File: src/rtl/srsw_pkg.sv
package srsw_pkg;

	localparam int MAX_RESULTS = 8;
	localparam int WINDOW_DEF = 8;
	localparam int QUEUE_DEPTH_DEF = 16;
	localparam int SEQ_BITS_DEF = 16;

	localparam logic [15:0] TIMEOUT_RST = 16'd300;
	localparam logic [3:0] WINDOW_RST = 4'd8;

	localparam logic [1:0] FUNC_ENQ = 2'd0;
	localparam logic [1:0] FUNC_ACK = 2'd1;
	localparam logic [1:0] FUNC_TICK = 2'd2;

	localparam logic [1:0] KIND_FIRST = 2'd0;
	localparam logic [1:0] KIND_RESEND = 2'd1;
	localparam logic [1:0] KIND_REFUSED = 2'd2;

	localparam logic [1:0] REG_TIMEOUT = 2'd0;
	localparam logic [1:0] REG_WINDOW = 2'd1;

	typedef enum logic [1:0] {OP_ENQ, OP_ACK, OP_TICK} op_t;

	typedef struct packed {
		op_t op;
		logic [15:0] ack_seq;
		logic corrupt;
	} cmd_t;

	typedef struct packed {
		logic [15:0] fresh_timeout;
		logic [3:0] eff_window;
	} cfg_t;

endpackage

File: src/rtl/srsw_in_if.sv
interface srsw_in_if;
	logic valid;
	logic ready;
	logic [1:0] func;
	logic [15:0] ack_seq;
	logic ack_corrupt;
	modport source(output valid, output func, output ack_seq, output ack_corrupt, input ready);
	modport sink(input valid, input func, input ack_seq, input ack_corrupt, output ready);
endinterface

File: src/rtl/srsw_out_if.sv
interface srsw_out_if;
	logic valid;
	logic ready;
	logic [1:0] kind;
	logic [15:0] seq;
	logic last;
	modport source(output valid, output kind, output seq, output last, input ready);
	modport sink(input valid, input kind, input seq, input last, output ready);
endinterface

File: src/rtl/selective_repeat_sender_window.sv
// Selective-repeat ARQ sender window.
// in_ch carries events (func: enqueue, acknowledgement, tick); out_ch carries
// result beats (kind: first send, resend, refused; seq; last on the final beat
// of an event). Events that cause no result give no beat.
// Config: cfg_we/cfg_idx/cfg_data write timeout_ticks (0) or window_in_use (1);
// write only while the block is idle.
// An event enters a two-entry command queue, then a sequencer executes it:
// an enqueue is counted (or refused when the queue is full) and then sends the
// packets the window admits; an ack clears its slot, slides the window past
// the acked prefix, then sends; a tick walks every sent slot, counting down
// and resending the expired ones.
// The queue keeps taking events while the sequencer works, up to two ahead.
// If out_ch.ready is low, the held beat stays and the sequencer waits at the
// next beat it wants to issue; no beat is dropped.
// Reset clears the window, counters and queue; timeout returns to 300 ticks and
// window_in_use to 8.
module selective_repeat_sender_window import srsw_pkg::*; #(
	parameter int WINDOW = WINDOW_DEF,
	parameter int QUEUE_DEPTH = QUEUE_DEPTH_DEF
) (
	input logic clk,
	input logic arst_n,
	input logic cfg_we,
	input logic [1:0] cfg_idx,
	input logic [15:0] cfg_data,
	srsw_in_if.sink in_ch,
	srsw_out_if.source out_ch
);
	localparam int CAP = (WINDOW < MAX_RESULTS) ? WINDOW : MAX_RESULTS;

	logic [15:0] timeout_q;
	logic [3:0] window_q;
	cfg_t cfg;
	logic cmd_valid, cmd_ready;
	cmd_t cmd;

	always_ff @(posedge clk or negedge arst_n) begin
		if (!arst_n) begin
			timeout_q <= TIMEOUT_RST;
			window_q <= WINDOW_RST;
		end else if (cfg_we) begin
			if (cfg_idx == REG_TIMEOUT) timeout_q <= cfg_data;
			else if (cfg_idx == REG_WINDOW) window_q <= cfg_data[3:0];
		end
	end

	always_comb begin
		cfg.fresh_timeout = (timeout_q == 16'd0) ? 16'd1 : timeout_q;
		if (window_q == 4'd0) cfg.eff_window = 4'd1;
		else if (32'(window_q) > CAP) cfg.eff_window = 4'(CAP);
		else cfg.eff_window = window_q;
	end

	srsw_front u_front (
		.clk(clk), .arst_n(arst_n), .in_ch(in_ch),
		.cmd_valid(cmd_valid), .cmd(cmd), .cmd_ready(cmd_ready)
	);

	srsw_back #(.WINDOW(WINDOW), .QUEUE_DEPTH(QUEUE_DEPTH)) u_back (
		.clk(clk), .arst_n(arst_n), .cfg(cfg),
		.cmd_valid(cmd_valid), .cmd(cmd), .cmd_ready(cmd_ready), .out_ch(out_ch)
	);
endmodule

File: src/rtl/srsw_front.sv
module srsw_front import srsw_pkg::*; (
	input logic clk,
	input logic arst_n,
	srsw_in_if.sink in_ch,
	output logic cmd_valid,
	output cmd_t cmd,
	input logic cmd_ready
);
	cmd_t q_q [2];
	logic wr_q, rd_q;
	logic [1:0] cnt_q;
	logic push, pop;
	cmd_t c;

	assign in_ch.ready = (cnt_q != 2'd2);

	always_comb begin
		c.ack_seq = in_ch.ack_seq;
		c.corrupt = in_ch.ack_corrupt;
		unique case (in_ch.func)
			FUNC_ENQ: c.op = OP_ENQ;
			FUNC_ACK: c.op = OP_ACK;
			default: c.op = OP_TICK;
		endcase
	end

	// unknown events are taken and dropped here
	assign push = in_ch.valid && in_ch.ready && (in_ch.func != 2'd3);
	assign pop = cmd_valid && cmd_ready;
	assign cmd_valid = (cnt_q != 2'd0);
	assign cmd = q_q[rd_q];

	always_ff @(posedge clk or negedge arst_n) begin
		if (!arst_n) begin
			wr_q <= 1'b0;
			rd_q <= 1'b0;
			cnt_q <= 2'd0;
		end else begin
			if (push) begin
				q_q[wr_q] <= c;
				wr_q <= ~wr_q;
			end
			if (pop) rd_q <= ~rd_q;
			cnt_q <= cnt_q + 2'(push) - 2'(pop);
		end
	end
endmodule

File: src/rtl/srsw_back.sv
module srsw_back import srsw_pkg::*; #(
	parameter int WINDOW = WINDOW_DEF,
	parameter int QUEUE_DEPTH = QUEUE_DEPTH_DEF
) (
	input logic clk,
	input logic arst_n,
	input cfg_t cfg,
	input logic cmd_valid,
	input cmd_t cmd,
	output logic cmd_ready,
	srsw_out_if.source out_ch
);
	localparam int SEQ_BITS = SEQ_BITS_DEF;
	localparam int CAP = (WINDOW < MAX_RESULTS) ? WINDOW : MAX_RESULTS;
	localparam int SLOTS = (CAP < QUEUE_DEPTH) ? CAP : QUEUE_DEPTH;
	localparam int QW = $clog2(QUEUE_DEPTH + 1);
	localparam int SW = $clog2(SLOTS + 1);
	localparam int IW = (SLOTS > 1) ? $clog2(SLOTS) : 1;

	typedef enum logic [2:0] {S_IDLE, S_ENQ, S_ACK, S_SLIDE, S_SEND, S_TICK} state_t;

	state_t st_q;
	cmd_t cmd_q;
	logic [SEQ_BITS-1:0] base_q;
	logic [SW-1:0] sent_q, idx_q;
	logic [QW-1:0] queued_q;
	logic [SLOTS-1:0] wait_q;
	logic [15:0] cd_q [SLOTS];
	logic out_v_q, out_last_q;
	logic [1:0] out_kind_q;
	logic [15:0] out_seq_q;

	logic can_emit, ack_ok, send_ok, send_last, tick_later, beat_go;
	logic [SEQ_BITS-1:0] off, send_seq, tick_seq, refuse_seq;
	logic [IW-1:0] off_i, sent_i, idx_i;
	logic [SLOTS-1:0] expire;

	assign can_emit = !out_v_q || out_ch.ready;
	assign cmd_ready = (st_q == S_IDLE);
	assign out_ch.valid = out_v_q;
	assign out_ch.kind = out_kind_q;
	assign out_ch.seq = out_seq_q;
	assign out_ch.last = out_last_q;

	assign off = SEQ_BITS'(cmd_q.ack_seq) - base_q;
	assign off_i = off[IW-1:0];
	assign sent_i = sent_q[IW-1:0];
	assign idx_i = idx_q[IW-1:0];
	assign ack_ok = !cmd_q.corrupt && (32'(off) < 32'(cfg.eff_window))
		&& (32'(off) < 32'(sent_q)) && wait_q[off_i];
	assign send_seq = base_q + SEQ_BITS'(sent_q);
	assign tick_seq = base_q + SEQ_BITS'(idx_q);
	assign refuse_seq = base_q + SEQ_BITS'(queued_q);
	assign send_ok = (32'(sent_q) < 32'(cfg.eff_window)) && (32'(sent_q) < 32'(queued_q))
		&& (32'(sent_q) < SLOTS);
	assign send_last = (32'(sent_q) + 1 >= 32'(cfg.eff_window))
		|| (32'(sent_q) + 1 >= 32'(queued_q)) || (32'(sent_q) + 1 >= SLOTS);

	// a new beat is loaded into the output register this cycle
	assign beat_go = can_emit && (
		(st_q == S_ENQ && 32'(queued_q) >= QUEUE_DEPTH) ||
		(st_q == S_SEND && send_ok) ||
		(st_q == S_TICK && 32'(idx_q) < 32'(sent_q) && wait_q[idx_i]
			&& cd_q[idx_i] <= 16'd1));

	// slots that will resend on this tick; used to flag the final beat
	always_comb begin
		tick_later = 1'b0;
		for (int j = 0; j < SLOTS; j++) begin
			expire[j] = (j < 32'(sent_q)) && wait_q[j] && (cd_q[j] <= 16'd1);
			if (expire[j] && (j > 32'(idx_q))) tick_later = 1'b1;
		end
	end

	always_ff @(posedge clk or negedge arst_n) begin
		if (!arst_n) begin
			st_q <= S_IDLE;
			base_q <= '0;
			sent_q <= '0;
			idx_q <= '0;
			queued_q <= '0;
			wait_q <= '0;
			out_v_q <= 1'b0;
		end else begin
			if (beat_go) out_v_q <= 1'b1;
			else if (out_ch.ready) out_v_q <= 1'b0;
			unique case (st_q)
				S_IDLE: begin
					if (cmd_valid) begin
						cmd_q <= cmd;
						idx_q <= '0;
						unique case (cmd.op)
							OP_ENQ: st_q <= S_ENQ;
							OP_ACK: st_q <= S_ACK;
							default: st_q <= S_TICK;
						endcase
					end
				end
				S_ENQ: begin
					if (32'(queued_q) >= QUEUE_DEPTH) begin
						if (can_emit) begin
							out_kind_q <= KIND_REFUSED;
							out_seq_q <= 16'(refuse_seq);
							out_last_q <= 1'b1;
							st_q <= S_IDLE;
						end
					end else begin
						queued_q <= queued_q + QW'(1);
						st_q <= S_SEND;
					end
				end
				S_ACK: begin
					if (ack_ok) begin
						wait_q[off_i] <= 1'b0;
						st_q <= S_SLIDE;
					end else begin
						st_q <= S_IDLE;
					end
				end
				S_SLIDE: begin
					// one slot per cycle past the acked prefix
					if (sent_q != '0 && !wait_q[0]) begin
						for (int j = 0; j < SLOTS - 1; j++) begin
							wait_q[j] <= wait_q[j+1];
							cd_q[j] <= cd_q[j+1];
						end
						wait_q[SLOTS-1] <= 1'b0;
						base_q <= base_q + SEQ_BITS'(1);
						sent_q <= sent_q - SW'(1);
						queued_q <= queued_q - QW'(1);
					end else begin
						st_q <= S_SEND;
					end
				end
				S_SEND: begin
					if (!send_ok) begin
						st_q <= S_IDLE;
					end else if (can_emit) begin
						wait_q[sent_i] <= 1'b1;
						cd_q[sent_i] <= cfg.fresh_timeout;
						out_kind_q <= KIND_FIRST;
						out_seq_q <= 16'(send_seq);
						out_last_q <= send_last;
						sent_q <= sent_q + SW'(1);
					end
				end
				S_TICK: begin
					if (idx_q >= sent_q) begin
						st_q <= S_IDLE;
					end else if (!wait_q[idx_i]) begin
						idx_q <= idx_q + SW'(1);
					end else if (cd_q[idx_i] > 16'd1) begin
						cd_q[idx_i] <= cd_q[idx_i] - 16'd1;
						idx_q <= idx_q + SW'(1);
					end else if (can_emit) begin
						cd_q[idx_i] <= cfg.fresh_timeout;
						out_kind_q <= KIND_RESEND;
						out_seq_q <= 16'(tick_seq);
						out_last_q <= !tick_later;
						idx_q <= idx_q + SW'(1);
					end
				end
				default: st_q <= S_IDLE;
			endcase
		end
	end

	a_sent_le_queued: assert property (@(posedge clk) disable iff (!arst_n)
		32'(sent_q) <= 32'(queued_q)) else $error("more sent than queued");
	a_sent_le_slots: assert property (@(posedge clk) disable iff (!arst_n)
		32'(sent_q) <= SLOTS) else $error("sent count past slots");
	a_wait_in_sent: assert property (@(posedge clk) disable iff (!arst_n)
		(32'(wait_q) >> sent_q) == 0) else $error("waiting slot beyond sent packets");
	a_out_kind: assert property (@(posedge clk) disable iff (!arst_n)
		out_v_q |-> (out_kind_q != 2'd3)) else $error("bad result kind");
endmodule

File: src/flat_wrapper.sv
// flat-port wrapper written by rule: the top's interface ports become plain ports
module selective_repeat_sender_window_flat import srsw_pkg::*;
#(
	parameter int WINDOW = WINDOW_DEF,
	parameter int QUEUE_DEPTH = QUEUE_DEPTH_DEF
)
  (clk, arst_n, cfg_we, cfg_idx, cfg_data, in_ch_valid, in_ch_func, in_ch_ack_seq, in_ch_ack_corrupt, in_ch_ready, out_ch_valid, out_ch_kind, out_ch_seq, out_ch_last, out_ch_ready);
  srsw_in_if in_ch_i ();
  srsw_out_if out_ch_i ();
  input logic clk;
  input logic arst_n;
  input logic cfg_we;
  input logic [1:0] cfg_idx;
  input logic [15:0] cfg_data;
  input wire logic [$bits(in_ch_i.valid)-1:0] in_ch_valid;
  input wire logic [$bits(in_ch_i.func)-1:0] in_ch_func;
  input wire logic [$bits(in_ch_i.ack_seq)-1:0] in_ch_ack_seq;
  input wire logic [$bits(in_ch_i.ack_corrupt)-1:0] in_ch_ack_corrupt;
  output wire logic [$bits(in_ch_i.ready)-1:0] in_ch_ready;
  output wire logic [$bits(out_ch_i.valid)-1:0] out_ch_valid;
  output wire logic [$bits(out_ch_i.kind)-1:0] out_ch_kind;
  output wire logic [$bits(out_ch_i.seq)-1:0] out_ch_seq;
  output wire logic [$bits(out_ch_i.last)-1:0] out_ch_last;
  input wire logic [$bits(out_ch_i.ready)-1:0] out_ch_ready;
  assign in_ch_i.valid = in_ch_valid;
  assign in_ch_i.func = in_ch_func;
  assign in_ch_i.ack_seq = in_ch_ack_seq;
  assign in_ch_i.ack_corrupt = in_ch_ack_corrupt;
  assign in_ch_ready = in_ch_i.ready;
  assign out_ch_valid = out_ch_i.valid;
  assign out_ch_kind = out_ch_i.kind;
  assign out_ch_seq = out_ch_i.seq;
  assign out_ch_last = out_ch_i.last;
  assign out_ch_i.ready = out_ch_ready;
  selective_repeat_sender_window #(.WINDOW(WINDOW), .QUEUE_DEPTH(QUEUE_DEPTH)) u_core (.clk(clk), .arst_n(arst_n), .cfg_we(cfg_we), .cfg_idx(cfg_idx), .cfg_data(cfg_data), .in_ch(in_ch_i), .out_ch(out_ch_i));
endmodule
File: config.mk
export PLATFORM = sky130hd
export DESIGN_NAME = selective_repeat_sender_window_flat
export DESIGN_NICKNAME = d
export VERILOG_FILES = /design/src/rtl/srsw_pkg.sv /design/src/rtl/srsw_in_if.sv /design/src/rtl/srsw_out_if.sv /design/src/rtl/selective_repeat_sender_window.sv /design/src/rtl/srsw_front.sv /design/src/rtl/srsw_back.sv /design/src/flat_wrapper.sv
export SDC_FILE = /design/constraint.sdc
export NUM_CORES = 1
export LEC_CHECK = 0
export ABC_CLOCK_PERIOD_IN_PS = 7500
export BUFFER_PORTS_ARGS = -buffer_cell sky130_fd_sc_hd__clkbuf_2
export CAP_MARGIN = 20
export CORE_AREA = 2 2 159 193
export CTS_BUF_LIST = sky130_fd_sc_hd__clkbuf_16
export CTS_CLUSTER_DIAMETER = 30
export DETAILED_ROUTE_END_ITERATION = 6
export DIE_AREA = 0 0 161 195
export PLACE_DENSITY = 0.68
export SYNTH_ARGS = -nofsm -noshare
export SYNTH_HDL_FRONTEND = slang
export SYNTH_SLANG_ARGS = --single-unit
export TNS_END_PERCENT = 50
File: constraint.sdc
create_clock -name clk -period 7.5 [get_ports clk]
set_clock_uncertainty 0.05 [all_clocks]
set_input_delay 0.375 -clock clk [delete_from_list [all_inputs] [get_ports clk]]
set_output_delay 0.375 -clock clk [all_outputs]
set_load 0.03 [all_outputs]
==> flow_metrics.py <==
metrics = {
    "clocking": {
        "cts_buffer_depth": 3,
        "cts_buffers": 54,
        "cts_tree": "built",
        "insertion_delay_ps": 580,
        "post-cts-setup-buffers": 0,
        "htree_num_levels": 2,
        "clkTransAtPathRegs_ps": 50,
        "clockRootBuffer": "clkbuf_16",
        "cts_sinks": 267,
    },
    "floorplanning": {
        "rows": 69,
        "dieArea_sq_um": 31400,
        "initial_core_util_pct": 51.7,
        "coreArea_sq_um": 29400,
        "die_y_um": 195,
        "die_w_um": 161,
        "io_pins": 63,
    },
    "global_routing": {
        "grt_first_pass_wirelength_um": 66500,
        "grt_max_degree": 45,
        "grt_pass1_vias": 11300,
        "antenna_found_initial": 0,
        "track_usage_pct": 28.2,
        "grt_overflow_total": 0,
    },
    "yosys": {
        "synth_edf_count": 202,
        "ys.flop_type": "edfxtp_1",
        "synth.avg_cell_area_sq_um": 12.6,
        "netlist_top_cells_area": "edfxtp_1 40%, mux2_2 10%, dfrtp_1 9.9%",
        "synth_top_area_cell": "edfxtp_1",
        "syn_nets": 1312,
        "synth_top_area_share_pct": 40.0,
        "ys_ff_latch": 267,
        "syn_inst": 1207,
        "synth_area_sq_um": 15200,
        "netlist_top_cells_count": "202 x edfxtp_1, 135 x mux2_2, 76 x nand2_1, 73 x nor2_1",
        "synth_warnings": 0,
        "synth_cell_type_count": 87,
        "synthArstFlopShare_pct": 24.3,
        "synth_most_common_cell": "edfxtp_1",
        "synth_seq_area_share_pct": 50.7,
    },
    "routing": {
        "wire_per_inst_um": 25.1,
        "drc": 0,
        "vias": 11000,
        "ant_nets": 0,
        "initialDrtViolationCount": 1127,
        "vias_per_cell": 6.27,
        "routed_wl_um": 44100,
        "firstDrtPassIters": 7,
    },
    "setup_path": {
        "ff2ff_setup_slack_ps": 2350,
        "reg2regPathDepth": 9,
        "crit_family": "simple AND/OR/NAND/NOR gates",
        "cp-start-kind": "flop",
        "cp.arrival_ps": 5240,
        "crit_required_ps": 7580,
        "criticalPathCategory": "flop to flop",
        "critPathSlowestCell": "dfrtp_1",
        "slowest_delay_ps": 950,
        "timing.rr.start": "u_core.u_back.idx_q[2]",
        "crit_path_cell_trace": "inv_2 -> mux2i_1 -> nand3_1 -> or3_4 -> o21ai_2 -> and2_4 -> nor2_2 -> a22oi_4 -> nand2_1",
        "cp_num_buf_inv": 1,
        "worst_r2r_endpoint": "u_core.u_back.cd_q[0][0]",
        "cp_max_fo": 22,
        "critPathCaptureType": "flop",
    },
    "placed_design": {
        "dpl.cell_count": 1628,
        "place_ws_ps": 2410,
        "numPortBuffers": 62,
        "gp_congestion": 1.03,
        "hpwl_um": 32400,
        "placed_area_sq_um": 15900,
    },
    "timing": {
        "relSlewSlack_pct": 33.2,
        "fin_crit_ps": 5150,
        "period_share_pct": 68.7,
        "setup_slack_ps": 2350,
        "setup_viol": 0,
        "fmax_mhz": 194,
        "rsz0062_at_grt": "no",
        "tightest_slew_ps": 996,
        "slew_violations": 0,
        "fin_tns_setup_ps": 0,
        "finalHoldViolations": 0,
    },
    "pwr": {
        "powerDensity_nw_per_um2": 356,
        "finalPower_w": 0.00642,
        "max-vdd-ir-drop_v": 0.000220,
        "leakagePower_nw": 6.79,
    },
    "min_path": {
        "hp-class": "input port to flop",
        "min_to": "u_core.timeout_q[7]",
        "hp-start": "cfg_data[7]",
        "hold_depth": 2,
    },
    "finish": {
        "fin_cells": 1757,
        "antenna_cells": 0,
        "fillers": 2275,
        "nets": 1426,
        "fin_area_sq_um": 18000,
        "syn_to_final_growth_pct": 18.7,
        "drive_above_1_share_pct": 28.7,
    },
    "status": {
        "status": "complete, no violations",
    },
    "run": {
        "cap_violations": 0,
    },
}
[repair_timing]
item                                    CTS  global route
endpoints found under the setup margin    0             0
endpoints found under the hold margin    73             0
resized for setup                         0             0
hold buffers                             27             0
[power by group]
part | switching [W] | leakage, nW | internal (W) | total, W
Clock | 0.000882 | 0.913 | 0.00154 | 0.00242
Sequential | 0.000256 | 2.63 | 0.00185 | 0.00211
Combinational | 0.00110 | 3.24 | 0.000789 | 0.00189
[kinds of logic after synthesis]
group                      count (synthesis)  synth area share [%]
and+or+nand+nor                          337                  11.5
DFF                                      267                  50.7
muxes                                    196                  17.0
AOI/OAI and AO/OA                        191                  9.13
buffers and inverters                     94                  2.92
adders and majority gates                 63                  5.34
xor gates and xnor gates                  59                  3.40
[how the worst max path moves through the flow]
stage	start	to	slack, ps	depth (start not counted)
finish	u_core.u_back.idx_q[2]	u_core.u_back.cd_q[0][0]	2350	9
CTS	u_core.u_back.idx_q[1]	u_core.u_back.cd_q[0][11]	2390	10
global placement	u_core.u_back.idx_q[1]	u_core.u_back.cd_q[0][9]	2490	10
floorplan	u_core.u_back.idx_q[1]	u_core.u_back.out_ch.kind[0]	2420	13
detailed placement	u_core.u_back.idx_q[1]	u_core.u_back.cd_q[0][15]	2410	10
global route	u_core.u_back.idx_q[1]	u_core.u_back.cd_q[2][6]	2050	9
[metal layers]
layer	GRT usage, %	wire length, um	up-vias
met3	5.08	3290	197
li1	-	-	4883
met1	31.9	15400	5337
met2	49.3	22200	608
met4	17.6	3200	0
met5	0	0	-
[cells in the final DEF, fill, tap and decap left out, types with 7 or more instances in the layout]
| master | count |
|---|---|
| and3_1 | 7 |
| dfrtp_1 | 58 |
| nor3_1 | 26 |
| edfxtp_1 | 202 |
| buf_4 | 16 |
| ha_1 | 60 |
| clkbuf_2 | 61 |
| a31oi_1 | 11 |
| o21ai_0 | 36 |
| nand3_1 | 24 |
| clkbuf_16 | 54 |
| nand2b_1 | 9 |
| nor4_1 | 27 |
| inv_6 | 22 |
| dlygate4sd3_1 | 27 |
| mux2_2 | 135 |
| inv_1 | 47 |
| and2_1 | 9 |
| mux4_2 | 36 |
| xor2_1 | 14 |
| a21oi_1 | 44 |
| nand4_1 | 15 |
| nor2b_1 | 16 |
| a21o_1 | 14 |
| nor4b_1 | 7 |
| nor2_1 | 73 |
| nand2_1 | 76 |
| o21a_1 | 9 |
| xnor2_1 | 45 |
| mux2i_1 | 23 |
| or2_2 | 10 |
[layout make-up]
cell class	count	area [sq um]	share of cell area (%)
repair buffers	104	696	3.86
multi-input cells	846	7060	39.2
clock buffers	54	1350	7.50
clock inverters	48	536	2.97
flip-flops and latches	267	7700	42.8
inverters	48	180	1.00
well taps	390	488	2.71
[state kept, by name, indices dropped and copies added (netlist names), 3 cells and up]
signal and count:
u_core.u_back.cd_q 128, u_core.u_front.q_q 38, u_core.u_back.cmd_q 17, u_core.timeout_q 16
u_core.u_back.base_q 16, u_core.u_back.out_ch.seq 16, u_core.u_back.wait_q 8, u_core.u_back.queued_q 5
u_core.u_back.idx_q 4, u_core.u_back.sent_q 4, u_core.window_q 4, u_core.u_back.st_q 3
[metrics by stage]
step                util [%]  hold WS [ps]
finish                  61.4          13.7
global route            61.4          11.2
CTS                     61.4          3.37
detailed placement      54.0           309
global placement        54.0           302
floorplan                  -          29.4
(Power assumes the default switching activity.)
